<file path="src/ecd_pkg.sv">
// shared types, constants and helpers for the epoch to civil date converter
package ecd_pkg;

	localparam int EPOCH_W = 32;
	localparam int YEAR_W  = 12;
	localparam int MONTH_W = 4;
	localparam int DAY_W   = 5;
	localparam int HOUR_W  = 5;
	localparam int MIN_W   = 6;
	localparam int SEC_W   = 6;
	localparam int DAYS_W  = 16;
	localparam int DOE_W   = 18;
	localparam int YOE_W   = 9;
	localparam int DOY_W   = 9;
	localparam int MP_W    = 4;

	localparam int SECS_PER_MIN  = 60;
	localparam int MINS_PER_HOUR = 60;
	localparam int HOURS_PER_DAY = 24;

	// reciprocals: floor(n * RECIP >> SHIFT) is exact over the operand range used
	localparam logic [31:0] RECIP_15    = 32'h8888_8889;
	localparam int          SHIFT_15    = 35;
	localparam logic [17:0] RECIP_3     = 18'd174763;
	localparam int          SHIFT_3     = 19;
	localparam logic [15:0] RECIP_365_A = 16'd45965;
	localparam int          SHIFT_365_A = 24;
	localparam logic [17:0] RECIP_365_B = 18'd183860;
	localparam int          SHIFT_365_B = 26;
	localparam logic [10:0] RECIP_153   = 11'd1714;
	localparam int          SHIFT_153   = 18;

	// day counts relative to the era layout starting 0000-03-01
	localparam int DAYS_ERA5_START = 11017;   // first epoch day that falls in era 5
	localparam int DOE_ERA4_OFFSET = 135080;  // day of era of 1970-01-01
	localparam int DAYS_PER_CENTURY = 36524;
	localparam int DOE_LAST        = 146096;
	localparam int DAYS_PER_YEAR   = 365;
	localparam int YEAR_ERA4       = 1600;
	localparam int YEAR_ERA5       = 2000;

	localparam logic [MP_W-1:0]    MP_JANUARY = 4'd10;
	localparam logic [MONTH_W-1:0] MONTH_FEB  = 4'd2;

	typedef struct packed {
		logic [HOUR_W-1:0] hours;
		logic [MIN_W-1:0]  minutes;
		logic [SEC_W-1:0]  seconds;
	} tod_t;

	typedef struct packed {
		logic [DAYS_W-1:0] days;
		tod_t              tod;
	} front_item_t;

	// first day of year of each march-based month: floor((153 * mp + 2) / 5)
	function automatic logic [DOY_W-1:0] month_offset(input logic [MP_W-1:0] mp);
		logic [DOY_W-1:0] r;
		unique case (mp)
			4'd0:    r = 9'd0;
			4'd1:    r = 9'd31;
			4'd2:    r = 9'd61;
			4'd3:    r = 9'd92;
			4'd4:    r = 9'd122;
			4'd5:    r = 9'd153;
			4'd6:    r = 9'd184;
			4'd7:    r = 9'd214;
			4'd8:    r = 9'd245;
			4'd9:    r = 9'd275;
			4'd10:   r = 9'd306;
			4'd11:   r = 9'd337;
			default: r = 9'd0;
		endcase
		return r;
	endfunction

endpackage

</file>
<file path="src/ecd_if.sv">
// valid/ready channel interfaces for epoch items and civil date items
interface ecd_in_if;
	logic                        valid;
	logic                        ready;
	logic [ecd_pkg::EPOCH_W-1:0] epoch_seconds;

	modport source (output valid, output epoch_seconds, input ready);
	modport sink (input valid, input epoch_seconds, output ready);
endinterface

interface ecd_out_if;
	logic                        valid;
	logic                        ready;
	logic [ecd_pkg::YEAR_W-1:0]  year_number;
	logic [ecd_pkg::MONTH_W-1:0] month_number;
	logic [ecd_pkg::DAY_W-1:0]   day_of_month;
	logic [ecd_pkg::HOUR_W-1:0]  hours;
	logic [ecd_pkg::MIN_W-1:0]   minutes;
	logic [ecd_pkg::SEC_W-1:0]   seconds;

	modport source (output valid, output year_number, output month_number,
		output day_of_month, output hours, output minutes, output seconds, input ready);
	modport sink (input valid, input year_number, input month_number,
		input day_of_month, input hours, input minutes, input seconds, output ready);
endinterface

</file>
<file path="src/ecd_front.sv">
// front pipeline: splits epoch seconds into day count and time of day
module ecd_front (
	input  logic                 clk,
	input  logic                 arst_n,
	ecd_in_if.sink               in_ch,
	output logic                 out_valid,
	input  logic                 out_ready,
	output ecd_pkg::front_item_t out_item
);
	localparam int Stages = 4;

	logic [Stages-1:0] vld_q;
	logic [Stages-1:0] vld_in;
	logic [Stages:0]   adv;
	logic [Stages-1:0] ld;

	always_comb begin
		adv[Stages] = out_ready;
		for (int i = Stages - 1; i >= 0; i--) begin
			adv[i] = !vld_q[i] || adv[i+1];
		end
	end

	assign vld_in = {vld_q[Stages-2:0], in_ch.valid};
	assign ld = adv[Stages-1:0] & vld_in;
	assign in_ch.ready = adv[0];
	assign out_valid = vld_q[Stages-1];

	always_ff @(posedge clk or negedge arst_n) begin
		if (!arst_n) begin
			vld_q <= '0;
		end else begin
			for (int i = 0; i < Stages; i++) begin
				if (adv[i]) begin
					vld_q[i] <= vld_in[i];
				end
			end
		end
	end

	// stage 1: seconds / 60
	logic [31:0] x_s1;
	logic [26:0] q1_s1;
	logic [61:0] prod1;
	assign prod1 = 62'(in_ch.epoch_seconds[31:2]) * 62'(ecd_pkg::RECIP_15);

	always_ff @(posedge clk) begin
		if (ld[0]) begin
			x_s1  <= in_ch.epoch_seconds;
			q1_s1 <= prod1[ecd_pkg::SHIFT_15 +: 27];
		end
	end

	// stage 2: second of minute, minutes / 60
	logic [5:0]  sec_s2;
	logic [26:0] q1_s2;
	logic [20:0] q2_s2;
	logic [56:0] prod2;
	logic [5:0]  sec_d;
	assign prod2 = 57'(q1_s1[26:2]) * 57'(ecd_pkg::RECIP_15);
	assign sec_d = x_s1[5:0] - 6'(q1_s1 * 27'(ecd_pkg::SECS_PER_MIN));

	always_ff @(posedge clk) begin
		if (ld[1]) begin
			sec_s2 <= sec_d;
			q1_s2  <= q1_s1;
			q2_s2  <= prod2[ecd_pkg::SHIFT_15 +: 21];
		end
	end

	// stage 3: minute of hour, hours / 24
	logic [5:0]  sec_s3;
	logic [5:0]  min_s3;
	logic [20:0] q2_s3;
	logic [15:0] days_s3;
	logic [35:0] prod3;
	logic [5:0]  min_d;
	assign prod3 = 36'(q2_s2[20:3]) * 36'(ecd_pkg::RECIP_3);
	assign min_d = q1_s2[5:0] - 6'(q2_s2 * 21'(ecd_pkg::MINS_PER_HOUR));

	always_ff @(posedge clk) begin
		if (ld[2]) begin
			sec_s3  <= sec_s2;
			min_s3  <= min_d;
			q2_s3   <= q2_s2;
			days_s3 <= prod3[ecd_pkg::SHIFT_3 +: 16];
		end
	end

	// stage 4: hour of day
	ecd_pkg::front_item_t item_s4;
	logic [4:0] hr_d;
	assign hr_d = q2_s3[4:0] - 5'(days_s3 * 16'(ecd_pkg::HOURS_PER_DAY));

	always_ff @(posedge clk) begin
		if (ld[3]) begin
			item_s4.days        <= days_s3;
			item_s4.tod.hours   <= hr_d;
			item_s4.tod.minutes <= min_s3;
			item_s4.tod.seconds <= sec_s3;
		end
	end

	assign out_item = item_s4;

endmodule

</file>
<file path="src/ecd_fifo.sv">
// small register queue between the front and back pipelines
module ecd_fifo #(
	parameter int Depth = 4
) (
	input  logic                 clk,
	input  logic                 arst_n,
	input  logic                 push_valid,
	output logic                 push_ready,
	input  ecd_pkg::front_item_t push_item,
	output logic                 pop_valid,
	input  logic                 pop_ready,
	output ecd_pkg::front_item_t pop_item
);
	localparam int PtrW = (Depth > 1) ? $clog2(Depth) : 1;
	localparam int CntW = $clog2(Depth + 1);

	ecd_pkg::front_item_t mem_q [Depth];
	logic [PtrW-1:0] wr_ptr_q;
	logic [PtrW-1:0] rd_ptr_q;
	logic [CntW-1:0] cnt_q;
	logic            do_push;
	logic            do_pop;

	assign push_ready = cnt_q != CntW'(Depth);
	assign pop_valid  = cnt_q != '0;
	assign do_push    = push_valid && push_ready;
	assign do_pop     = pop_valid && pop_ready;
	assign pop_item   = mem_q[rd_ptr_q];

	always_ff @(posedge clk) begin
		if (do_push) begin
			mem_q[wr_ptr_q] <= push_item;
		end
	end

	always_ff @(posedge clk or negedge arst_n) begin
		if (!arst_n) begin
			wr_ptr_q <= '0;
			rd_ptr_q <= '0;
			cnt_q    <= '0;
		end else begin
			if (do_push) begin
				wr_ptr_q <= (wr_ptr_q == PtrW'(Depth - 1)) ? '0 : wr_ptr_q + 1'b1;
			end
			if (do_pop) begin
				rd_ptr_q <= (rd_ptr_q == PtrW'(Depth - 1)) ? '0 : rd_ptr_q + 1'b1;
			end
			if (do_push && !do_pop) begin
				cnt_q <= cnt_q + 1'b1;
			end else if (do_pop && !do_push) begin
				cnt_q <= cnt_q - 1'b1;
			end
		end
	end

endmodule

</file>
<file path="src/ecd_back.sv">
// back pipeline: civil date from day count, carries time of day alongside
module ecd_back (
	input  logic                 clk,
	input  logic                 arst_n,
	input  logic                 in_valid,
	output logic                 in_ready,
	input  ecd_pkg::front_item_t in_item,
	ecd_out_if.source            out_ch
);
	localparam int Stages = 7;

	logic [Stages-1:0] vld_q;
	logic [Stages-1:0] vld_in;
	logic [Stages:0]   adv;
	logic [Stages-1:0] ld;

	always_comb begin
		adv[Stages] = out_ch.ready;
		for (int i = Stages - 1; i >= 0; i--) begin
			adv[i] = !vld_q[i] || adv[i+1];
		end
	end

	assign vld_in = {vld_q[Stages-2:0], in_valid};
	assign ld = adv[Stages-1:0] & vld_in;
	assign in_ready = adv[0];
	assign out_ch.valid = vld_q[Stages-1];

	always_ff @(posedge clk or negedge arst_n) begin
		if (!arst_n) begin
			vld_q <= '0;
		end else begin
			for (int i = 0; i < Stages; i++) begin
				if (adv[i]) begin
					vld_q[i] <= vld_in[i];
				end
			end
		end
	end

	// stage 1: era (4 or 5 over the whole input range) and day of era
	logic [17:0]   doe_s1;
	logic          era5_s1;
	ecd_pkg::tod_t tod_s1;
	logic          era5_d;
	logic [17:0]   doe_d;
	assign era5_d = in_item.days >= 16'(ecd_pkg::DAYS_ERA5_START);
	assign doe_d  = era5_d ? 18'(in_item.days - 16'(ecd_pkg::DAYS_ERA5_START))
		: 18'(in_item.days) + 18'(ecd_pkg::DOE_ERA4_OFFSET);

	always_ff @(posedge clk) begin
		if (ld[0]) begin
			doe_s1  <= doe_d;
			era5_s1 <= era5_d;
			tod_s1  <= in_item.tod;
		end
	end

	// stage 2: leap corrections doe/1460, doe/36524, doe/146096
	logic [17:0]   doe_s2;
	logic          era5_s2;
	ecd_pkg::tod_t tod_s2;
	logic [6:0]    c4y_s2;
	logic [2:0]    c100y_s2;
	logic          clast_s2;
	logic [31:0]   prod_a;
	assign prod_a = 32'(doe_s1[17:2]) * 32'(ecd_pkg::RECIP_365_A);

	always_ff @(posedge clk) begin
		if (ld[1]) begin
			doe_s2   <= doe_s1;
			era5_s2  <= era5_s1;
			tod_s2   <= tod_s1;
			c4y_s2   <= prod_a[ecd_pkg::SHIFT_365_A +: 7];
			c100y_s2 <= 3'(doe_s1 >= 18'(ecd_pkg::DAYS_PER_CENTURY))
				+ 3'(doe_s1 >= 18'(2 * ecd_pkg::DAYS_PER_CENTURY))
				+ 3'(doe_s1 >= 18'(3 * ecd_pkg::DAYS_PER_CENTURY))
				+ 3'(doe_s1 >= 18'(4 * ecd_pkg::DAYS_PER_CENTURY));
			clast_s2 <= doe_s1 >= 18'(ecd_pkg::DOE_LAST);
		end
	end

	// stage 3: day of era with leap days removed
	logic [17:0]   doe_s3;
	logic          era5_s3;
	ecd_pkg::tod_t tod_s3;
	logic [17:0]   adj_s3;

	always_ff @(posedge clk) begin
		if (ld[2]) begin
			doe_s3  <= doe_s2;
			era5_s3 <= era5_s2;
			tod_s3  <= tod_s2;
			adj_s3  <= doe_s2 - 18'(c4y_s2) + 18'(c100y_s2) - 18'(clast_s2);
		end
	end

	// stage 4: year of era = adj / 365
	logic [17:0]   doe_s4;
	logic          era5_s4;
	ecd_pkg::tod_t tod_s4;
	logic [8:0]    yoe_s4;
	logic [35:0]   prod_b;
	assign prod_b = 36'(adj_s3) * 36'(ecd_pkg::RECIP_365_B);

	always_ff @(posedge clk) begin
		if (ld[3]) begin
			doe_s4  <= doe_s3;
			era5_s4 <= era5_s3;
			tod_s4  <= tod_s3;
			yoe_s4  <= prod_b[ecd_pkg::SHIFT_365_B +: 9];
		end
	end

	// stage 5: day of march-based year and march-based year number
	logic [8:0]    doy_s5;
	logic [11:0]   yr_s5;
	ecd_pkg::tod_t tod_s5;
	logic [1:0]    cent_d;
	logic [17:0]   ystart_d;
	assign cent_d = 2'(yoe_s4 >= 9'd100) + 2'(yoe_s4 >= 9'd200) + 2'(yoe_s4 >= 9'd300);
	assign ystart_d = 18'(yoe_s4) * 18'(ecd_pkg::DAYS_PER_YEAR) + 18'(yoe_s4[8:2])
		- 18'(cent_d);

	always_ff @(posedge clk) begin
		if (ld[4]) begin
			doy_s5 <= 9'(doe_s4 - ystart_d);
			yr_s5  <= 12'(yoe_s4) + (era5_s4 ? 12'(ecd_pkg::YEAR_ERA5)
				: 12'(ecd_pkg::YEAR_ERA4));
			tod_s5 <= tod_s4;
		end
	end

	// stage 6: march-based month = (5 * doy + 2) / 153
	logic [8:0]    doy_s6;
	logic [11:0]   yr_s6;
	ecd_pkg::tod_t tod_s6;
	logic [3:0]    mp_s6;
	logic [10:0]   mnum_d;
	logic [21:0]   prod_m;
	assign mnum_d = 11'(doy_s5) * 11'd5 + 11'd2;
	assign prod_m = 22'(mnum_d) * 22'(ecd_pkg::RECIP_153);

	always_ff @(posedge clk) begin
		if (ld[5]) begin
			doy_s6 <= doy_s5;
			yr_s6  <= yr_s5;
			tod_s6 <= tod_s5;
			mp_s6  <= prod_m[ecd_pkg::SHIFT_153 +: 4];
		end
	end

	// stage 7: output register, calendar month and january/february year bump
	logic [11:0]   yr_s7;
	logic [3:0]    mon_s7;
	logic [4:0]    day_s7;
	ecd_pkg::tod_t tod_s7;
	logic [3:0]    mon_d;
	assign mon_d = (mp_s6 < ecd_pkg::MP_JANUARY) ? mp_s6 + 4'd3 : mp_s6 - 4'd9;

	always_ff @(posedge clk) begin
		if (ld[6]) begin
			yr_s7  <= yr_s6 + 12'(mon_d <= ecd_pkg::MONTH_FEB);
			mon_s7 <= mon_d;
			day_s7 <= 5'(doy_s6 - ecd_pkg::month_offset(mp_s6) + 9'd1);
			tod_s7 <= tod_s6;
		end
	end

	assign out_ch.year_number  = yr_s7;
	assign out_ch.month_number = mon_s7;
	assign out_ch.day_of_month = day_s7;
	assign out_ch.hours        = tod_s7.hours;
	assign out_ch.minutes      = tod_s7.minutes;
	assign out_ch.seconds      = tod_s7.seconds;

endmodule

</file>
<file path="src/epoch_to_civil_datetime.sv">
// top level: epoch seconds to proleptic gregorian date and utc time of day
// an accepted item passes through 4 front stages, 1 queue entry and 7 back stages
// throughput: one item per cycle while the result side holds ready high
// the queue absorbs output stalls so the front keeps accepting until it fills
// reset clears all stage valid bits and the queue pointers, no payload reset
module epoch_to_civil_datetime #(
	parameter int QUEUE_DEPTH = 4
) (
	input logic       clk,
	input logic       arst_n,
	ecd_in_if.sink    in_ch,
	ecd_out_if.source out_ch
);
	logic                 fr_valid;
	logic                 fr_ready;
	ecd_pkg::front_item_t fr_item;
	logic                 bk_valid;
	logic                 bk_ready;
	ecd_pkg::front_item_t bk_item;

	ecd_front u_front (
		.clk       (clk),
		.arst_n    (arst_n),
		.in_ch     (in_ch),
		.out_valid (fr_valid),
		.out_ready (fr_ready),
		.out_item  (fr_item)
	);

	ecd_fifo #(
		.Depth (QUEUE_DEPTH)
	) u_queue (
		.clk        (clk),
		.arst_n     (arst_n),
		.push_valid (fr_valid),
		.push_ready (fr_ready),
		.push_item  (fr_item),
		.pop_valid  (bk_valid),
		.pop_ready  (bk_ready),
		.pop_item   (bk_item)
	);

	ecd_back u_back (
		.clk      (clk),
		.arst_n   (arst_n),
		.in_valid (bk_valid),
		.in_ready (bk_ready),
		.in_item  (bk_item),
		.out_ch   (out_ch)
	);

endmodule

</file>
<file path="src/flat_wrapper.sv">
// flat-port wrapper written by rule: the top's interface ports become plain ports
module epoch_to_civil_datetime_flat 
#(
	parameter int QUEUE_DEPTH = 4
)
  (clk, arst_n, in_ch_valid, in_ch_epoch_seconds, in_ch_ready, out_ch_valid, out_ch_year_number, out_ch_month_number, out_ch_day_of_month, out_ch_hours, out_ch_minutes, out_ch_seconds, out_ch_ready);
  ecd_in_if in_ch_i ();
  ecd_out_if out_ch_i ();
  input logic clk;
  input logic arst_n;
  input wire logic [$bits(in_ch_i.valid)-1:0] in_ch_valid;
  input wire logic [$bits(in_ch_i.epoch_seconds)-1:0] in_ch_epoch_seconds;
  output wire logic [$bits(in_ch_i.ready)-1:0] in_ch_ready;
  output wire logic [$bits(out_ch_i.valid)-1:0] out_ch_valid;
  output wire logic [$bits(out_ch_i.year_number)-1:0] out_ch_year_number;
  output wire logic [$bits(out_ch_i.month_number)-1:0] out_ch_month_number;
  output wire logic [$bits(out_ch_i.day_of_month)-1:0] out_ch_day_of_month;
  output wire logic [$bits(out_ch_i.hours)-1:0] out_ch_hours;
  output wire logic [$bits(out_ch_i.minutes)-1:0] out_ch_minutes;
  output wire logic [$bits(out_ch_i.seconds)-1:0] out_ch_seconds;
  input wire logic [$bits(out_ch_i.ready)-1:0] out_ch_ready;
  assign in_ch_i.valid = in_ch_valid;
  assign in_ch_i.epoch_seconds = in_ch_epoch_seconds;
  assign in_ch_ready = in_ch_i.ready;
  assign out_ch_valid = out_ch_i.valid;
  assign out_ch_year_number = out_ch_i.year_number;
  assign out_ch_month_number = out_ch_i.month_number;
  assign out_ch_day_of_month = out_ch_i.day_of_month;
  assign out_ch_hours = out_ch_i.hours;
  assign out_ch_minutes = out_ch_i.minutes;
  assign out_ch_seconds = out_ch_i.seconds;
  assign out_ch_i.ready = out_ch_ready;
  epoch_to_civil_datetime #(.QUEUE_DEPTH(QUEUE_DEPTH)) u_core (.clk(clk), .arst_n(arst_n), .in_ch(in_ch_i), .out_ch(out_ch_i));
endmodule
</file>
<file path="config.mk">
export PLATFORM = sky130hd
export DESIGN_NAME = epoch_to_civil_datetime_flat
export DESIGN_NICKNAME = d
export VERILOG_FILES = /design/src/ecd_pkg.sv /design/src/ecd_if.sv /design/src/ecd_front.sv /design/src/ecd_fifo.sv /design/src/ecd_back.sv /design/src/epoch_to_civil_datetime.sv /design/src/flat_wrapper.sv
export SDC_FILE = /design/constraint.sdc
export NUM_CORES = 2
export LEC_CHECK = 0
export BUFFER_PORTS_ARGS = -buffer_cell sky130_fd_sc_hd__buf_4
export CAP_MARGIN = 20
export CORE_MARGIN = 3
export CORE_UTILIZATION = 35
export DETAILED_ROUTE_END_ITERATION = 6
export SKIP_LAST_GASP = 1
export SYNTH_ARGS = -nofsm -noshare
export SYNTH_HDL_FRONTEND = slang
export SYNTH_HIERARCHICAL = 1
export SYNTH_SLANG_ARGS = --single-unit
</file>
<file path="constraint.sdc">
create_clock -name clk -period 9.49 [get_ports clk]
set_clock_uncertainty 0.15 [all_clocks]
set_input_delay 1.4235 -clock clk [delete_from_list [all_inputs] [get_ports clk]]
set_output_delay 1.4235 -clock clk [all_outputs]
set_load 0.02 [all_outputs]
</file>
* Word-level counts from Yosys, hierarchy flattened *
Memory sizes are Yosys's and may differ from the RTL's. A register that Yosys moved wholly into a read port is not among the register bits.
Cells that the tools add are included.

cells by class
  multiply operators = 11
  $add $sub $neg = 27
  mux-type cells = 11
  equality and inequality tests = 3
  bitwise logic cells = 2
  reductions and logical operators = 30
  magnitude comparators = 10

operators by type and width
  operator                                                             count
  multiplier 30 x 32 -> 62 bit, second input constant                  1
  multiplier 25 x 32 -> 56 bit, second input constant                  1
  greater-or-equal comparator 18 x 17 -> 1 bit, second input constant  2
  multiplier 18 x 18 -> 35 bit, second input constant                  1
  multiplier 18 x 16 -> 33 bit, second input constant                  1
  multiplier 16 x 16 -> 31 bit, second input constant                  1
  multiplier 27 x 4 -> 4 bit, second input constant                    1
  multiplier 11 x 10 -> 21 bit, second input constant                  1
  multiplier 21 x 4 -> 4 bit, second input constant                    1
  adder 16 x 18 -> 18 bit, second input constant                       1
  adder 18 x 3 -> 18 bit                                               1
  greater-or-equal comparator 18 x 16 -> 1 bit, second input constant  1
  greater-or-equal comparator 18 bit, second input constant            1
  2-to-1 mux 18 bit                                                    1
  subtractor 18 x 1 -> 18 bit                                          1
  subtractor 18 x 7 -> 18 bit                                          1
  subtractor 16 x 14 -> 17 bit, second input constant                  1
  greater-or-equal comparator 16 x 14 -> 1 bit, second input constant  1
  multiplier 16 x 2 -> 2 bit, second input constant                    1
  zero test 1 bit                                                      13
  adder 12 x 1 -> 12 bit                                               1
  adder 9 x 11 -> 12 bit                                               1
  subtractor 6 bit                                                     2
  adder 11 x 2 -> 11 bit, second input constant                        1
  other kinds (35)                                                     56

word-level totals
  RAM bits = 132
  register bits after elaboration = 428
  word-level logic and storage cells = 165
  memories = 2
  memory bits (read-only) = 144
  input port bits = 36
  output and inout port bits = 40

memories
  memory                words  bits a word  rd ports  clocked after memory_dff  write ports  RTL line        RTL
  (no name shown)       16     9            1         1                         0            ecd_pkg.sv:59   unique case (mp)
  u_core.u_queue.mem_q  4      33           1         0                         1            ecd_fifo.sv:17  ecd_pkg::front_item_t mem_q [Depth];

* Logic depth before layout (Yosys ltp) *
  depth in word-level cells = 12
  gate-level depth with buffers = 31
  gate-level depth less buffers = 31

* Hierarchy *
The synthesis kept the hierarchy.

modules (own cells, without submodules)
  module     cells each  times used  area each (µm²)
  ecd_back   1996        1           24838.8
  ecd_front  2192        1           23470.0
  ecd_fifo   210         1           5253.8

* Worst setup path after synthesis *
No wires, ideal clock.

  path type = input to register
  start point = input port in_ch_epoch_seconds[28]
  end point = register u_core.u_front.q1_s1[24], data pin
  stages on the path = 19
  path slack = 2.478 ns
  arrival = 6.604 ns
  path through = ha_1 > fa_1 > inv_1 > fa_1 > fa_1 > fa_1 > inv_1 > fa_1 > ha_1 > ha_1 > nand2_1 > nor4b_1 > and4_1 > a21oi_1 > o21ai_1 > a2111oi_0 > o31ai_1 > a31oi_1 > xnor2_1

on the way
  word-level cells in the longest chain between the ends = 1

ends and longest elaborated chain
  element                       RTL line            RTL
  start, declared               flat_wrapper.sv:12  input wire logic [$bits(in_ch_i.epoch_seconds)-1:0] in_ch_epoch_seconds;
  multiplier 30 x 32 -> 62 bit  ecd_front.sv:45     assign prod1 = 62'(in_ch.epoch_seconds[31:2]) * 62'(ecd_pkg::RECIP_15);
  via u_core.u_front.prod1[59]  ecd_front.sv:44     logic [61:0] prod1;
  end signal, assigned          ecd_front.sv:50     q1_s1 <= prod1[ecd_pkg::SHIFT_15 +: 27];
  end, declared                 ecd_front.sv:43     logic [26:0] q1_s1;

The timed path passes the listed nets, and every way through them passes these cells.
A chain may end at the register's enable or synchronous reset.

==> qor.yml <==
antenna_found_initial: 3
cp.arrival_ns: 7.89
worstHoldStart: "u_core/u_front/x_s1[1]"
timing.rr.start: "u_core/u_back/doy_s5[1]"
yosysTopAreaCell: "edfxtp_1"
max_slew_margin_pct: 29.4
routed_wirelength_mm: 103
dieArea_mm2: 0.158
place_inst: 6483
synthFlopType: "edfxtp_1"
slowest_delay_ns: 0.52
synth_area_leaders: "edfxtp_1 (30%), ha_1 (26%), fa_1 (21%), inv_1 (7.3%), xnor2_1 (2.0%)"
period_share_pct: 79.3
fin_tns_setup_ns: 0
fill_cells: 14300
avgViaCountPerCell: 4.63
fmax_mhz: 133
cp_common_cell: "ha_1"
cts.path.max_buffers: 3
yosys.area_share.simple_pct: 3.83
holdCritPathClass: "flip-flop to flip-flop"
yosysWarnings: 6
numCtsBuffers: 58
cp-end-kind: "flip-flop"
cpMaxStageDelayCell: "fa_1"
synth-xor-area-share_pct: 3.14
grt_setup_unrepaired: "false"
clkSlewWorstSetupHoldPaths_ns: 0.06
design.core.area_mm2: 0.151
cts_hold_buf: 0
worst_pin_slew_ns: 1.06
cts_sinks: 565
startpoint: "u_core/u_back/doy_s5[1]"
synthMuxAreaShare_pct: 1.64
required_ns: 9.85
syn_avg_cell_area_um2: 12.2
syn-num-nets: 6093
synth_cell_types: 80
synth_area_mm2: 0.0536
htree_levels: 2
maxSlewViolCount: 0
grt_pass1_wl_mm: 172
netlist_instances: 4398
synth_common_cells: "ha_1 (1094), inv_1 (1046), fa_1 (565)"
multi_input_area_mm2: 0.0327
finalNetCount: 6223
final-seq-area_mm2: 0.0168
ys_seq_elements: 565
routed-via-count: 30500
wl_per_cell_um: 15.7
pin_count: 76
cts_setup_buffers: 0
antenna_violating_nets_post_route: 0
grt_overflow: 0
placed_area_mm2: 0.0567
area_delta_synth_final_pct: 9.38
cts_tree: "yes"
startpoint_type: "flip-flop"
drtIter0Drc: 1221
setup_viol_count_final: 0
place_hpwl_mm: 86.3
path_max_fanout: 7
synth_seq_area_share_pct: 31.4
root_buffer: "clkbuf_16"
die_height_um: 397
track_usage_pct: 13.5
drv_cap: 0
fin_crit_ns: 7.52
yosys.area_share.adder_pct: 46.7
synth_edf_count: 542
final_util_pct: 38.8
yosysMostFrequentCell: "ha_1"
cts-resized-gates: 0
hold_viol_final: 0
synth_compound_area_share_pct: 5.72
status: "complete, no violations"
grt_pass1_vias: 32800
dr.pass1.iters: 5
criticalPathCategory: "flip-flop to flip-flop"
synth_top_family_by_area: "adder cells"
initial_core_util_pct: 35.5
gp_congestion: 0.878
layout-drive-gt1-share_pct: 5.33
fin_area_mm2: 0.0586
instances_no_fill: 6590
grt_max_degree: 48
fp.dieW_um: 397
clk_latency_ns: 0.65
synthArstFlopShare_pct: 3.19
diodes: 0
io_buffer_count: 75
rows: 142
drc: 0
yosys.area.top_type_share_pct: 30.4
[cells by family (layout without fill, tap and decap cells)]
logic type,count (synthesis),in the layout
buffers and inverters,1065,1241
adders and majority gates,1659,1659
xor gates and xnor gates,192,192
and+or+nand+nor,409,409
muxes,44,44
DFF,565,565
AOI/OAI and AO/OA,464,464
[metal layers]
layer	track usage, %	vias to the layer above	routed length [µm]	part of all wire (%)
li1	-	15000	-	-
met5	0	-	13	0.013
met4	2.87	2	2070	2.0
met1	18.3	15000	48100	47
met3	1.53	104	3190	3.1
met2	23.4	383	50000	48
[registers in the layout, indices dropped and copies added, names as in the netlist, 7 cells and up, named ones only]
register / flops
u_core/u_back/yr_s6: 12
u_core/u_back/tod_s4: 17
u_core/u_front/out_item: 33
u_core/u_back/doy_s5: 9
u_core/u_front/q2_s2: 21
u_core/u_back/c4y_s2: 7
u_core/u_back/doe_s2: 18
u_core/u_back/tod_s5: 17
u_core/u_back/doe_s4: 9
u_core/u_back/doe_s1: 18
u_core/u_queue/mem_q: 132
u_core/u_back/vld_q: 7
u_core/u_front/days_s3: 16
u_core/u_back/doe_s3: 9
u_core/u_back/tod_s2: 17
u_core/u_back/tod_s1: 17
u_core/u_back/yoe_s4: 9
u_core/u_back/out_ch.year_number: 12
u_core/u_back/adj_s3: 18
u_core/u_front/q1_s1: 27
u_core/u_back/tod_s3: 17
u_core/u_back/yr_s5: 12
u_core/u_back/tod_s6: 17
[through the flow]
stage / worst slack, ns / hold slack, ns
after floorplan: 2.48 / 0.250
after global placement: 1.75 / 0.250
after detailed placement: 1.61 / 0.255
after CTS: 1.91 / 0.239
after global routing: 1.43 / 0.249
final: 1.97 / 0.244
[worst paths after layout]
check                                           end  slack (ns)  cells past startpoint
max in group asynchronous    u_core/u_back/vld_q[6]        8.43                      1
min                        u_core/u_front/sec_s2[1]        0.24                      0
min reg2reg                u_core/u_front/sec_s2[1]        0.24                      0
max reg2reg                               flip-flop        1.97                     28
max                                       flip-flop        1.97                     28
min in group asynchronous   u_core/u_front/vld_q[0]        0.51                      1
[area by class of cell]
class | instances | share of cell area, %
clock buffers | 66 | 2.53
clock inverters | 40 | 0.741
inverters | 1047 | 6.71
multi-input cells | 2768 | 55.8
flip-flops and latches | 565 | 28.7
well taps | 2016 | 4.31
repair buffers | 88 | 1.15
[worst max-delay path, delay by kind of cell (launching register included)]
family / cells / cell delay (ns)
and+or+nand+nor: 4 / 0.63
adders and majority gates: 9 / 3.25
xor gates and xnor gates: 1 / 0.26
AOI/OAI and AO/OA: 13 / 2.46
buffers and inverters: 1 / 0.13
DFF: 1 / 0.51
[placed cells by master (no fill, tap or decap), drive strengths merged, types with 6 or more instances in the layout]
master and instances:
o21bai 20, a31oi 14, a21oi 143, o211ai 10, xor2 67, ha 1094, a2111oi 8, nand4 30
mux4 33, buf 88, nand2b 21, o21a 31, a211oi 22, and2 18, a21o 67, a211o 7
inv 1051, bufinv 6, o21ai 76, mux2 6, nor2b 21, dfrtp 18, nand2 87, a221oi 7
clkbuf 66, or2 11, nand3 47, edfxtp 542, and3 23, nor3 30, nor2 95, o2111ai 6
o31ai 7, and4 7, fa 565, clkinv 25, xnor2 125
Power is left out: the tool's default activity adds up to more than one toggle a clock period on the data nets, which glitch-free logic cannot reach.
